--- config.mk ---
export PLATFORM = sky130hd
export DESIGN_NAME = housekeeping_tick_timers_unit
export DESIGN_NICKNAME = d
export VERILOG_FILES = /design/src/hw/rtl/hktt_pkg.sv /design/src/hw/rtl/hktt_core.sv /design/src/hw/rtl/housekeeping_tick_timers_unit.sv
export SDC_FILE = /design/constraint.sdc
export NUM_CORES = 1
export LEC_CHECK = 0
export BUFFER_PORTS_ARGS = -buffer_cell sky130_fd_sc_hd__buf_2
export CAP_MARGIN = 20
export CORE_ASPECT_RATIO = 1.4
export CORE_MARGIN = 4
export CORE_UTILIZATION = 40
export DETAILED_ROUTE_END_ITERATION = 10
export PLACE_DENSITY = 0.64
export SLEW_MARGIN = 20
export SYNTH_ARGS = -nofsm -noshare
export SYNTH_HDL_FRONTEND = slang
export SYNTH_SLANG_ARGS = --single-unit
--- constraint.sdc ---
create_clock -name clk_i -period 3.55 [get_ports clk_i]
set_input_delay 0.355 -clock clk_i [delete_from_list [all_inputs] [get_ports clk_i]]
set_output_delay 0.355 -clock clk_i [all_outputs]
set_load 0.02 [all_outputs]
--- src/hw/rtl/hktt_pkg.sv ---
`timescale 1ns / 1ps
// ----------------------------------------------------------------------------
// hktt_pkg
// Types and constants shared by the housekeeping tick timer modules.
// ----------------------------------------------------------------------------
package hktt_pkg;

  localparam int unsigned CountW  = 16;
  localparam int unsigned SubsecW = 7;
  localparam int unsigned MinTickW = 13;
  localparam int unsigned LedW    = 8;
  localparam int unsigned ChanW   = 3;
  localparam int unsigned CfgIdxW = 1;

  localparam logic [SubsecW-1:0]  TicksPerSecond = SubsecW'(100);
  localparam logic [MinTickW-1:0] TicksPerMinute = MinTickW'(6000);
  localparam logic [CountW-1:0]   CountMax       = {CountW{1'b1}};

  localparam logic [CountW-1:0] LivePeriodReset = CountW'(60);
  localparam logic [CountW-1:0] AdcPeriodReset  = CountW'(100);

  typedef enum logic [CfgIdxW-1:0] {
    CfgLivePeriod = 1'b0,
    CfgAdcPeriod  = 1'b1
  } cfg_idx_e;

  typedef struct packed {
    logic [CountW-1:0] live_period_seconds;
    logic [CountW-1:0] adc_period_ticks;
  } cfg_t;

  typedef struct packed {
    logic [ChanW-1:0] stalled_mask;
    logic             adc_divider_reset;
    logic             query_clear;
    logic             strobe_clear;
    logic             green_load_valid;
    logic [LedW-1:0]  green_load_ticks;
    logic             red_load_valid;
    logic [LedW-1:0]  red_load_ticks;
  } in_item_t;

  typedef struct packed {
    logic [ChanW-1:0]  period_clear_mask;
    logic [CountW-1:0] query_interval;
    logic [CountW-1:0] strobe_interval;
    logic              live_due;
    logic [CountW-1:0] uptime_minutes_out;
    logic              adc_sample;
    logic              green_lit;
    logic              red_lit;
  } out_item_t;

endpackage

--- src/hw/rtl/hktt_core.sv ---
`timescale 1ns / 1ps
// ----------------------------------------------------------------------------
// hktt_core
// Timer state and the single-pass update for one tick item.
// ----------------------------------------------------------------------------
module hktt_core (
  input  logic               clk_i,
  input  logic               rst_ni,
  input  logic               step_i,
  input  hktt_pkg::in_item_t item_i,
  input  hktt_pkg::cfg_t     cfg_i,
  output hktt_pkg::out_item_t result_o
);

  logic [hktt_pkg::SubsecW-1:0]  sub_q, sub_d, sub_inc;
  logic [hktt_pkg::CountW-1:0]   sec_q, sec_d, sec_inc;
  logic [hktt_pkg::MinTickW-1:0] mtick_q, mtick_d, mtick_inc;
  logic [hktt_pkg::CountW-1:0]   upmin_q, upmin_d;
  logic [hktt_pkg::CountW-1:0]   adc_q, adc_d, adc_inc;
  logic [hktt_pkg::CountW-1:0]   query_q, query_d, query_base;
  logic [hktt_pkg::CountW-1:0]   strobe_q, strobe_d, strobe_base;
  logic [hktt_pkg::LedW-1:0]     green_q, green_d, green_base;
  logic [hktt_pkg::LedW-1:0]     red_q, red_d, red_base;
  logic sec_wrap, min_wrap, live, adc_hit, glit, rlit;

  always_comb begin
    query_base  = item_i.query_clear ? '0 : query_q;
    strobe_base = item_i.strobe_clear ? '0 : strobe_q;
    query_d  = (query_base == hktt_pkg::CountMax) ? query_base : query_base + 1'b1;
    strobe_d = (strobe_base == hktt_pkg::CountMax) ? strobe_base : strobe_base + 1'b1;

    sub_inc  = sub_q + 1'b1;
    sec_wrap = (sub_inc == hktt_pkg::TicksPerSecond);
    sub_d    = sec_wrap ? '0 : sub_inc;
    sec_inc  = sec_q + 1'b1;
    live     = sec_wrap && (sec_inc >= cfg_i.live_period_seconds);
    sec_d    = sec_wrap ? (live ? '0 : sec_inc) : sec_q;

    mtick_inc = mtick_q + 1'b1;
    min_wrap  = (mtick_inc == hktt_pkg::TicksPerMinute);
    mtick_d   = min_wrap ? '0 : mtick_inc;
    upmin_d   = (min_wrap && (upmin_q != hktt_pkg::CountMax)) ? upmin_q + 1'b1 : upmin_q;

    adc_inc = (item_i.adc_divider_reset ? '0 : adc_q) + 1'b1;
    adc_hit = (adc_inc == cfg_i.adc_period_ticks);
    adc_d   = adc_hit ? '0 : adc_inc;

    green_base = item_i.green_load_valid ? item_i.green_load_ticks : green_q;
    red_base   = item_i.red_load_valid ? item_i.red_load_ticks : red_q;
    glit    = (green_base != '0);
    rlit    = (red_base != '0);
    green_d = glit ? green_base - 1'b1 : green_base;
    red_d   = rlit ? red_base - 1'b1 : red_base;

    result_o.period_clear_mask  = item_i.stalled_mask;
    result_o.query_interval     = query_d;
    result_o.strobe_interval    = strobe_d;
    result_o.live_due           = live;
    result_o.uptime_minutes_out = upmin_d;
    result_o.adc_sample         = adc_hit;
    result_o.green_lit          = glit;
    result_o.red_lit            = rlit;
  end

  always_ff @(posedge clk_i or negedge rst_ni) begin
    if (!rst_ni) begin
      sub_q    <= '0;
      sec_q    <= '0;
      mtick_q  <= '0;
      upmin_q  <= '0;
      adc_q    <= '0;
      query_q  <= '0;
      strobe_q <= hktt_pkg::CountMax;
      green_q  <= '0;
      red_q    <= '0;
    end else if (step_i) begin
      sub_q    <= sub_d;
      sec_q    <= sec_d;
      mtick_q  <= mtick_d;
      upmin_q  <= upmin_d;
      adc_q    <= adc_d;
      query_q  <= query_d;
      strobe_q <= strobe_d;
      green_q  <= green_d;
      red_q    <= red_d;
    end
  end

endmodule

--- src/hw/rtl/housekeeping_tick_timers_unit.sv ---
`timescale 1ns / 1ps
// ----------------------------------------------------------------------------
// housekeeping_tick_timers_unit
// Housekeeping tick timers: one 10 ms tick item in, one status item out.
//
//   channel | direction | handshake              | payload
//   --------+-----------+------------------------+-------------------------
//   in      | input     | in_valid_i / in_stall_o | in_item_i (in_item_t)
//   out     | output    | out_valid_o / out_stall_i | out_item_o (out_item_t)
//   cfg     | input     | cfg_we_i               | cfg_idx_i, cfg_wdata_i
//
// One item per cycle unless the input stalls; its result appears in the cycle
// after acceptance, set by the single update pass from the timer registers
// into the output register. Reset loads the timer state and the register
// defaults at once; no sweep. The input stalls only while a result waits in
// the output register and the output side stalls.
// ----------------------------------------------------------------------------
module housekeeping_tick_timers_unit (
  input  logic                               clk_i,
  input  logic                               rst_ni,
  input  logic                               in_valid_i,
  output logic                               in_stall_o,
  input  hktt_pkg::in_item_t                 in_item_i,
  output logic                               out_valid_o,
  input  logic                               out_stall_i,
  output hktt_pkg::out_item_t                out_item_o,
  input  logic                               cfg_we_i,
  input  logic [hktt_pkg::CfgIdxW-1:0]       cfg_idx_i,
  input  logic [hktt_pkg::CountW-1:0]        cfg_wdata_i
);

  hktt_pkg::cfg_t      cfg_q;
  hktt_pkg::out_item_t result, out_item_q;
  logic                out_valid_q;
  logic                step;

  assign in_stall_o  = out_valid_q & out_stall_i;
  assign step        = in_valid_i & ~in_stall_o;
  assign out_valid_o = out_valid_q;
  assign out_item_o  = out_item_q;

  always_ff @(posedge clk_i or negedge rst_ni) begin
    if (!rst_ni) begin
      cfg_q.live_period_seconds <= hktt_pkg::LivePeriodReset;
      cfg_q.adc_period_ticks    <= hktt_pkg::AdcPeriodReset;
    end else if (cfg_we_i) begin
      case (hktt_pkg::cfg_idx_e'(cfg_idx_i))
        hktt_pkg::CfgLivePeriod: cfg_q.live_period_seconds <= cfg_wdata_i;
        hktt_pkg::CfgAdcPeriod:  cfg_q.adc_period_ticks    <= cfg_wdata_i;
        default: ;
      endcase
    end
  end

  hktt_core u_core (
    .clk_i    (clk_i),
    .rst_ni   (rst_ni),
    .step_i   (step),
    .item_i   (in_item_i),
    .cfg_i    (cfg_q),
    .result_o (result)
  );

  always_ff @(posedge clk_i or negedge rst_ni) begin
    if (!rst_ni) begin
      out_valid_q <= 1'b0;
    end else if (step) begin
      out_valid_q <= 1'b1;
    end else if (!out_stall_i) begin
      out_valid_q <= 1'b0;
    end
  end

  always_ff @(posedge clk_i) begin
    if (step) begin
      out_item_q <= result;
    end
  end

`ifndef SYNTHESIS
  a_accept_gives_result: assert property (@(posedge clk_i) disable iff (!rst_ni)
    step |=> out_valid_o)
    else $error("accepted item produced no result");

  a_hold_when_blocked: assert property (@(posedge clk_i) disable iff (!rst_ni)
    (out_valid_o && out_stall_i) |-> in_stall_o)
    else $error("input taken while result is blocked");

  a_drain_when_idle: assert property (@(posedge clk_i) disable iff (!rst_ni)
    (out_valid_o && !out_stall_i && !in_valid_i) |=> !out_valid_o)
    else $error("result repeated after delivery");

  a_stall_only_when_full: assert property (@(posedge clk_i) disable iff (!rst_ni)
    !out_valid_o |-> !in_stall_o)
    else $error("input stalled with empty output register");
`endif

endmodule
# Word-level counts from Yosys, hierarchy flattened
# Cells that the tools add are included.
[word_totals]
register_bits = 204
latchBits = 0
ramBits = 0
romBits = 0
input_bits = 46
mem_count = 0
[op_classes]
add_sub_neg = 9
n_mul = 0
div = 0
magnitude_cmp = 1
eq_ne = 7
shift = 0
n_mux = 16
bitwise_logic = 4
n_reduce_logical = 7
[ops]
columns = ["operator", "n"]
rows = [
  ["$mux W16", 8],
  ["$add A16 B1 Y16 const B", 5],
  ["$eq A16 B16 Y1 const B", 2],
  ["$mux W8", 4],
  ["$eq A16 B16 Y1", 1],
  ["$ge A16 B16 Y1", 1],
  ["$ne A16 B16 Y1 const B", 1],
  ["$reduce_bool A8 Y1", 2],
  ["$sub A8 B1 Y8 const B", 2],
  ["$add A13 B1 Y13 const B", 1],
  ["$eq A13 B13 Y1 const B", 1],
  ["$mux W13", 1],
  ["$add A7 B1 Y7 const B", 1],
  ["$eq A7 B7 Y1 const B", 1],
  ["$mux W7", 1],
  ["$reduce_and A2 Y1", 3],
  ["$and A1 B1 Y1", 2],
  ["$logic_and A1 B1 Y1", 2],
  ["$mux W1", 2],
  ["$ne A2 B1 Y1 const B", 1],
  ["$not A1 Y1", 2],
]

# Logic depth before layout (Yosys ltp)
[logic_depth]
word_depth = 4
ltp_mapped = 14
ltp_nobuf = 14

# By module
# A second synthesis with hierarchy kept.
[unflattened]
cells_unflattened = 1101
hier_area_um2 = 11426.0
[by_module_without_submodules]
columns = ["mod", "instances", "cells_each", "area_each_um2"]
rows = [
  ["hktt_core", 1, 973, 8474.4],
  ["housekeeping_tick_timers_unit", 1, 128, 2951.6],
]

# Worst setup path after synthesis
# Ideal clock, no wire load.
[synth_path]
path_kind = "register -> register"
from = "reg out_valid_q (netlist: out_valid_o)"
to = "reg out_item_q, in the netlist out_item_o[0], enable pin"
setup_ns = 0.442
t_arrival_ns = 2.845
path_slack_ns = 0.263
path_stages_with_launch = 6
n_path_buf = 2
synth_period_minus_slack_ns = 3.287
path_cell_list = "dfrtp_1 -> nand2_1 -> nand2_1 -> clkinv_1 -> clkbuf_1 -> clkbuf_1"
[synth_via]
elab_chain_len = 3
[synth_rtl]
columns = ["element", "line", "text"]
rows = [
  ["start, declared", "housekeeping_tick_timers_unit.sv:34", "logic out_valid_q;"],
  ["start signal, assigned", "housekeeping_tick_timers_unit.sv:66", "out_valid_q <= 1'b0;"],
  ["start signal, assigned", "housekeeping_tick_timers_unit.sv:68", "out_valid_q <= 1'b1;"],
  ["start signal, assigned", "housekeeping_tick_timers_unit.sv:70", "out_valid_q <= 1'b0;"],
  ["$and A1 B1 Y1", "housekeeping_tick_timers_unit.sv:37", "assign in_stall_o = out_valid_q & out_stall_i;"],
  ["$not A1 Y1", "housekeeping_tick_timers_unit.sv:38", "assign step = in_valid_i & ~in_stall_o;"],
  ["$and A1 B1 Y1", "housekeeping_tick_timers_unit.sv:38", ""],
  ["net step", "housekeeping_tick_timers_unit.sv:35", "logic step;"],
  ["end signal, assigned", "housekeeping_tick_timers_unit.sv:76", "out_item_q <= result;"],
  ["end, declared", "housekeeping_tick_timers_unit.sv:33", "hktt_pkg::out_item_t result, out_item_q;"],
]
# The timed path passes the listed nets, and every way through them passes these cells.
# A chain may end at the register's enable or synchronous reset.

# Worst setup path after layout
[layout_path]
from = "reg u_core.adc_q[0] in the netlist's numbering"
to = "reg u_core.adc_q[12] in the netlist's numbering"
[layout_via]
elab_chain_len = 4
[layout_rtl]
columns = ["element", "line", "text"]
rows = [
  ["start, declared", "hktt_core.sv:19", "logic [hktt_pkg::CountW-1:0] adc_q, adc_d, adc_inc;"],
  ["start signal, assigned", "hktt_core.sv:71", "adc_q <= '0;"],
  ["start signal, assigned", "hktt_core.sv:81", "adc_q <= adc_d;"],
  ["$mux W16 *", "hktt_core.sv:44", "adc_inc = (item_i.adc_divider_reset ? '0 : adc_q) + 1'b1;"],
  ["$add A16 B1 Y16 *", "hktt_core.sv:44", ""],
  ["$eq A16 B16 Y1", "hktt_core.sv:45", "adc_hit = (adc_inc == cfg_i.adc_period_ticks);"],
  ["$mux W16 *", "hktt_core.sv:46", "adc_d = adc_hit ? '0 : adc_inc;"],
]
# Every way passes the cells marked *; elsewhere a longest branch is shown, timed or not.

==> results.toml <==
[setup_path]
critical_path_required_ns = 3.93
slowest_cell_on_crit_path = "sky130_fd_sc_hd__or4_2"
cp-end-kind = "flop"
startpoint_kind_of_the_worst_setup_timing_path = "flop"
timing.setup.critical_path_class = "flop to flop"
arrival_time_worst_endpoint_ns = 3.67
critPathMaxFanout = 10
slowest_delay_ns = 0.65
timing.critical_path.cells = "nor2b_1 -> ha_1 -> nand4_4 -> or4_2 -> a21oi_1 -> xor2_1 -> or2_2 -> o41ai_4 -> buf_4 -> o22ai_2"

[drt]
final_routed_drc_violation_total = 0
vias = 8779
route.final.wire_length_mm = 24.8
drt_pre_antenna_iters = 6
post_drt_via_cell_ratio = 5.29
detail-route-antenna-nets = 0
drt_first_iter_violations = 448
routed_wire_length_per_instance_um = 14.9

[floorplan]
effective_utilization_at_floorplan_pct = 40.4
placement_rows = 73
die_width_um = 151
die_area_um2 = 31400
floorplan.io_pins = 103
core_um2 = 28300
die_height_um = 208

[clocking]
cts_tree = "done"
cts_inserted_buffers = 22
clkLatencyLatePin_ns = 0.51
clock-root-buffer = "sky130_fd_sc_hd__clkbuf_16"
cts_htree_levels = 1
clock_tree.buffer_depth = 3
numClockSinks = 204
cts_post_setup_buffers_inserted = 0
clk_transition_reported_paths_ns = 0.06

[cells_and_area]
layout.cells.non_filler = 1661
layout-drive-gt1-share_pct = 18.2
areaGrowthSynthToFinish_pct = 14.5
layout_common_cells = "sky130_fd_sc_hd__nand2_1, sky130_fd_sc_hd__dfrtp_1, sky130_fd_sc_hd__buf_2"
finish.instance_area_um2 = 13100
final_util_pct = 46.3
finalNetCount = 1340
layout.cells.most_common = "sky130_fd_sc_hd__nand2_1"

[global_route]
grt_antenna_before_repair = 1
met3_usage_pct = 2.40
global_route.peak_usage_layer = "met2"
globalRouteMet2Util_pct = 28.6
grt_pass1_wl_mm = 41.8
maximum_number_of_pins_on_one_net_before_global_route_repair = 78
vias_in_the_first_global_route = 8628
met1_layer_usage_reported_by_global_route_pct = 19.0
gr-total-overflow = 0
global_route.usage.total_pct = 15.9

[synth]
syn_nets = 1251
post_synth_inst_count = 1180
synth.yosys.warnings = 0
share_of_flip_flops_with_an_asynchronous_set_or_reset_after_synthesis_pct = 73.0
yosys.cell_types.count = 76
synth_seq_cells = 204
syn-mean-instance-area_um2 = 9.70
yosys_most_used_dff = "sky130_fd_sc_hd__dfrtp_1"
synth_area_um2 = 11400
synth-seq-area-share_pct = 47.2
number_of_enable_type_register_cells_in_the_synthesized_netlist = 55

[sta]
final_hold_viol_count = 0
report.final.slew_viol_count = 0
total_neg_setup_slack_ns = 0
slew-limit-headroom_pct = 48.2
rsz0062_at_grt = "no"
timing.hold.ws_ns = 0.0278
post-route-period-util_pct = 92.6
finalClockSkew_ns = 0.0205
crit_path_time_final_ns = 3.29
final-setup-viol-count = 0
timing.fmax_ghz = 0.304
worst_pin_slew_ns = 0.768
setup_slack_ns = 0.262

[pwr]
total_power_mw = 6.23
power_leakage_nw = 5.46
worst_voltage_drop_across_the_vdd_grid_mv = 0.371
power_density_nw_per_um2 = 475

[min_path]
min-delay-path-class = "input pin to flop"

[place]
post-place-ws_ns = 0.193
io_buffer_count = 102
dp.cells = 1617
final_gp_congestion = 0.868
hpwl_mm = 17.4
detailed_place.area_um2 = 12300

[outcome]
run_status = "completed"

[flow_run]
drv.max_cap_violation_count = 0
## worst paths after layout
check / start / to / slack (ns) / cells past startpoint
min in group asynchronous: rst_ni / u_core.upmin_q[2] / 0.45 / 2
max in group asynchronous: rst_ni / u_core.sec_q[7] / 2.23 / 3
min: in_item_i[21] / out_item_o[52] / 0.03 / 1
min reg2reg: u_core.green_q[1] / u_core.green_q[1] / 0.48 / 2
max: u_core.adc_q[0] / u_core.adc_q[12] / 0.26 / 10
max reg2reg: u_core.adc_q[0] / u_core.adc_q[12] / 0.26 / 10
## Yosys cell counts, types with 6 or more instances
cell	n	area [um^2]
sky130_fd_sc_hd__nand2_1	160	601
sky130_fd_sc_hd__o21ai_2	8	70.1
sky130_fd_sc_hd__edfxtp_1	55	1650
sky130_fd_sc_hd__and3_1	26	163
sky130_fd_sc_hd__mux2i_1	22	220
sky130_fd_sc_hd__inv_1	33	124
sky130_fd_sc_hd__xor2_1	39	342
sky130_fd_sc_hd__o211ai_1	7	52.6
sky130_fd_sc_hd__a21o_1	12	90.1
sky130_fd_sc_hd__nor2_1	81	304
sky130_fd_sc_hd__nand4_1	19	119
sky130_fd_sc_hd__nor4_1	9	56.3
sky130_fd_sc_hd__nand2b_1	16	100
sky130_fd_sc_hd__xnor2_1	62	543
sky130_fd_sc_hd__nor3b_1	6	45.0
sky130_fd_sc_hd__o32ai_1	8	70.1
sky130_fd_sc_hd__a21oi_1	39	195
sky130_fd_sc_hd__a22o_1	14	123
sky130_fd_sc_hd__buf_2	6	30.0
sky130_fd_sc_hd__nand3_1	46	230
sky130_fd_sc_hd__dfstp_2	23	604
sky130_fd_sc_hd__mux2_2	31	349
sky130_fd_sc_hd__clkbuf_1	43	161
sky130_fd_sc_hd__o21ai_0	93	465
sky130_fd_sc_hd__nor2b_1	26	163
sky130_fd_sc_hd__nor3_1	41	205
sky130_fd_sc_hd__a22oi_1	8	60.1
sky130_fd_sc_hd__ha_1	25	313
sky130_fd_sc_hd__dfrtp_1	126	3150
## power breakdown
group / internal [mW] / leakage (nW) / switching [mW]
Sequential: 2.67 / 2.40 / 0.251
Combinational: 0.394 / 2.70 / 0.518
Clock: 1.46 / 0.363 / 0.934
## final cells by class
class	count	area [um^2]
clock buffers	34	637
clock inverters	6	115
well taps	375	469
fillers	2700	15200
repair buffers	124	714
flip-flops and latches	204	5410
inverters	34	130
multi-input cells	883	5640
diodes	1	2.50
## routing by layer
| metal | vias to the layer above | wire length, um |
|---|---|---|
| met5 | - | 0 |
| met4 | 0 | 787 |
| met3 | 55 | 1100 |
| met2 | 183 | 12500 |
| met1 | 4166 | 10400 |
| li1 | 4375 | - |
## critical path, delay by kind of cell, from the launching register on
family / cells / cell delay [ns]
AOI/OAI and AO/OA: 3 / 0.72
xor gates and xnor gates: 1 / 0.10
adders and majority gates: 1 / 0.26
buffers and inverters: 1 / 0.29
DFF: 1 / 0.37
and+or+nand+nor: 4 / 1.42
## cell families after synthesis
kind of cell,after synthesis,share of synthesized area (%)
muxes,53,4.97
buffers and inverters,93,3.61
and+or+nand+nor,474,20.7
AOI/OAI and AO/OA,229,12.8
xor gates and xnor gates,102,7.93
adders and majority gates,25,2.73
DFF,204,47.2
## registers in the layout, summed over array words and instances, names as in the netlist
name and flops:
u_core.upmin_q 16, u_core.query_q 16, u_core.red_q 8, u_core.mtick_q 13
u_core.green_q 8, cfg_q 32, out_item_o 55, u_core.strobe_q 16
u_core.sec_q 16, u_core.sub_q 7, u_core.adc_q 16, out_valid_o 1
## what timing repair did
| item | CTS | global route |
|---|---|---|
| setup endpoints to repair | 0 | 0 |
| endpoints found under the hold margin | 61 | 0 |
| hold buffers | 3 | 0 |
| resized for setup | 0 | 0 |
No activity file was read; power rests on OpenSTA's default activity.
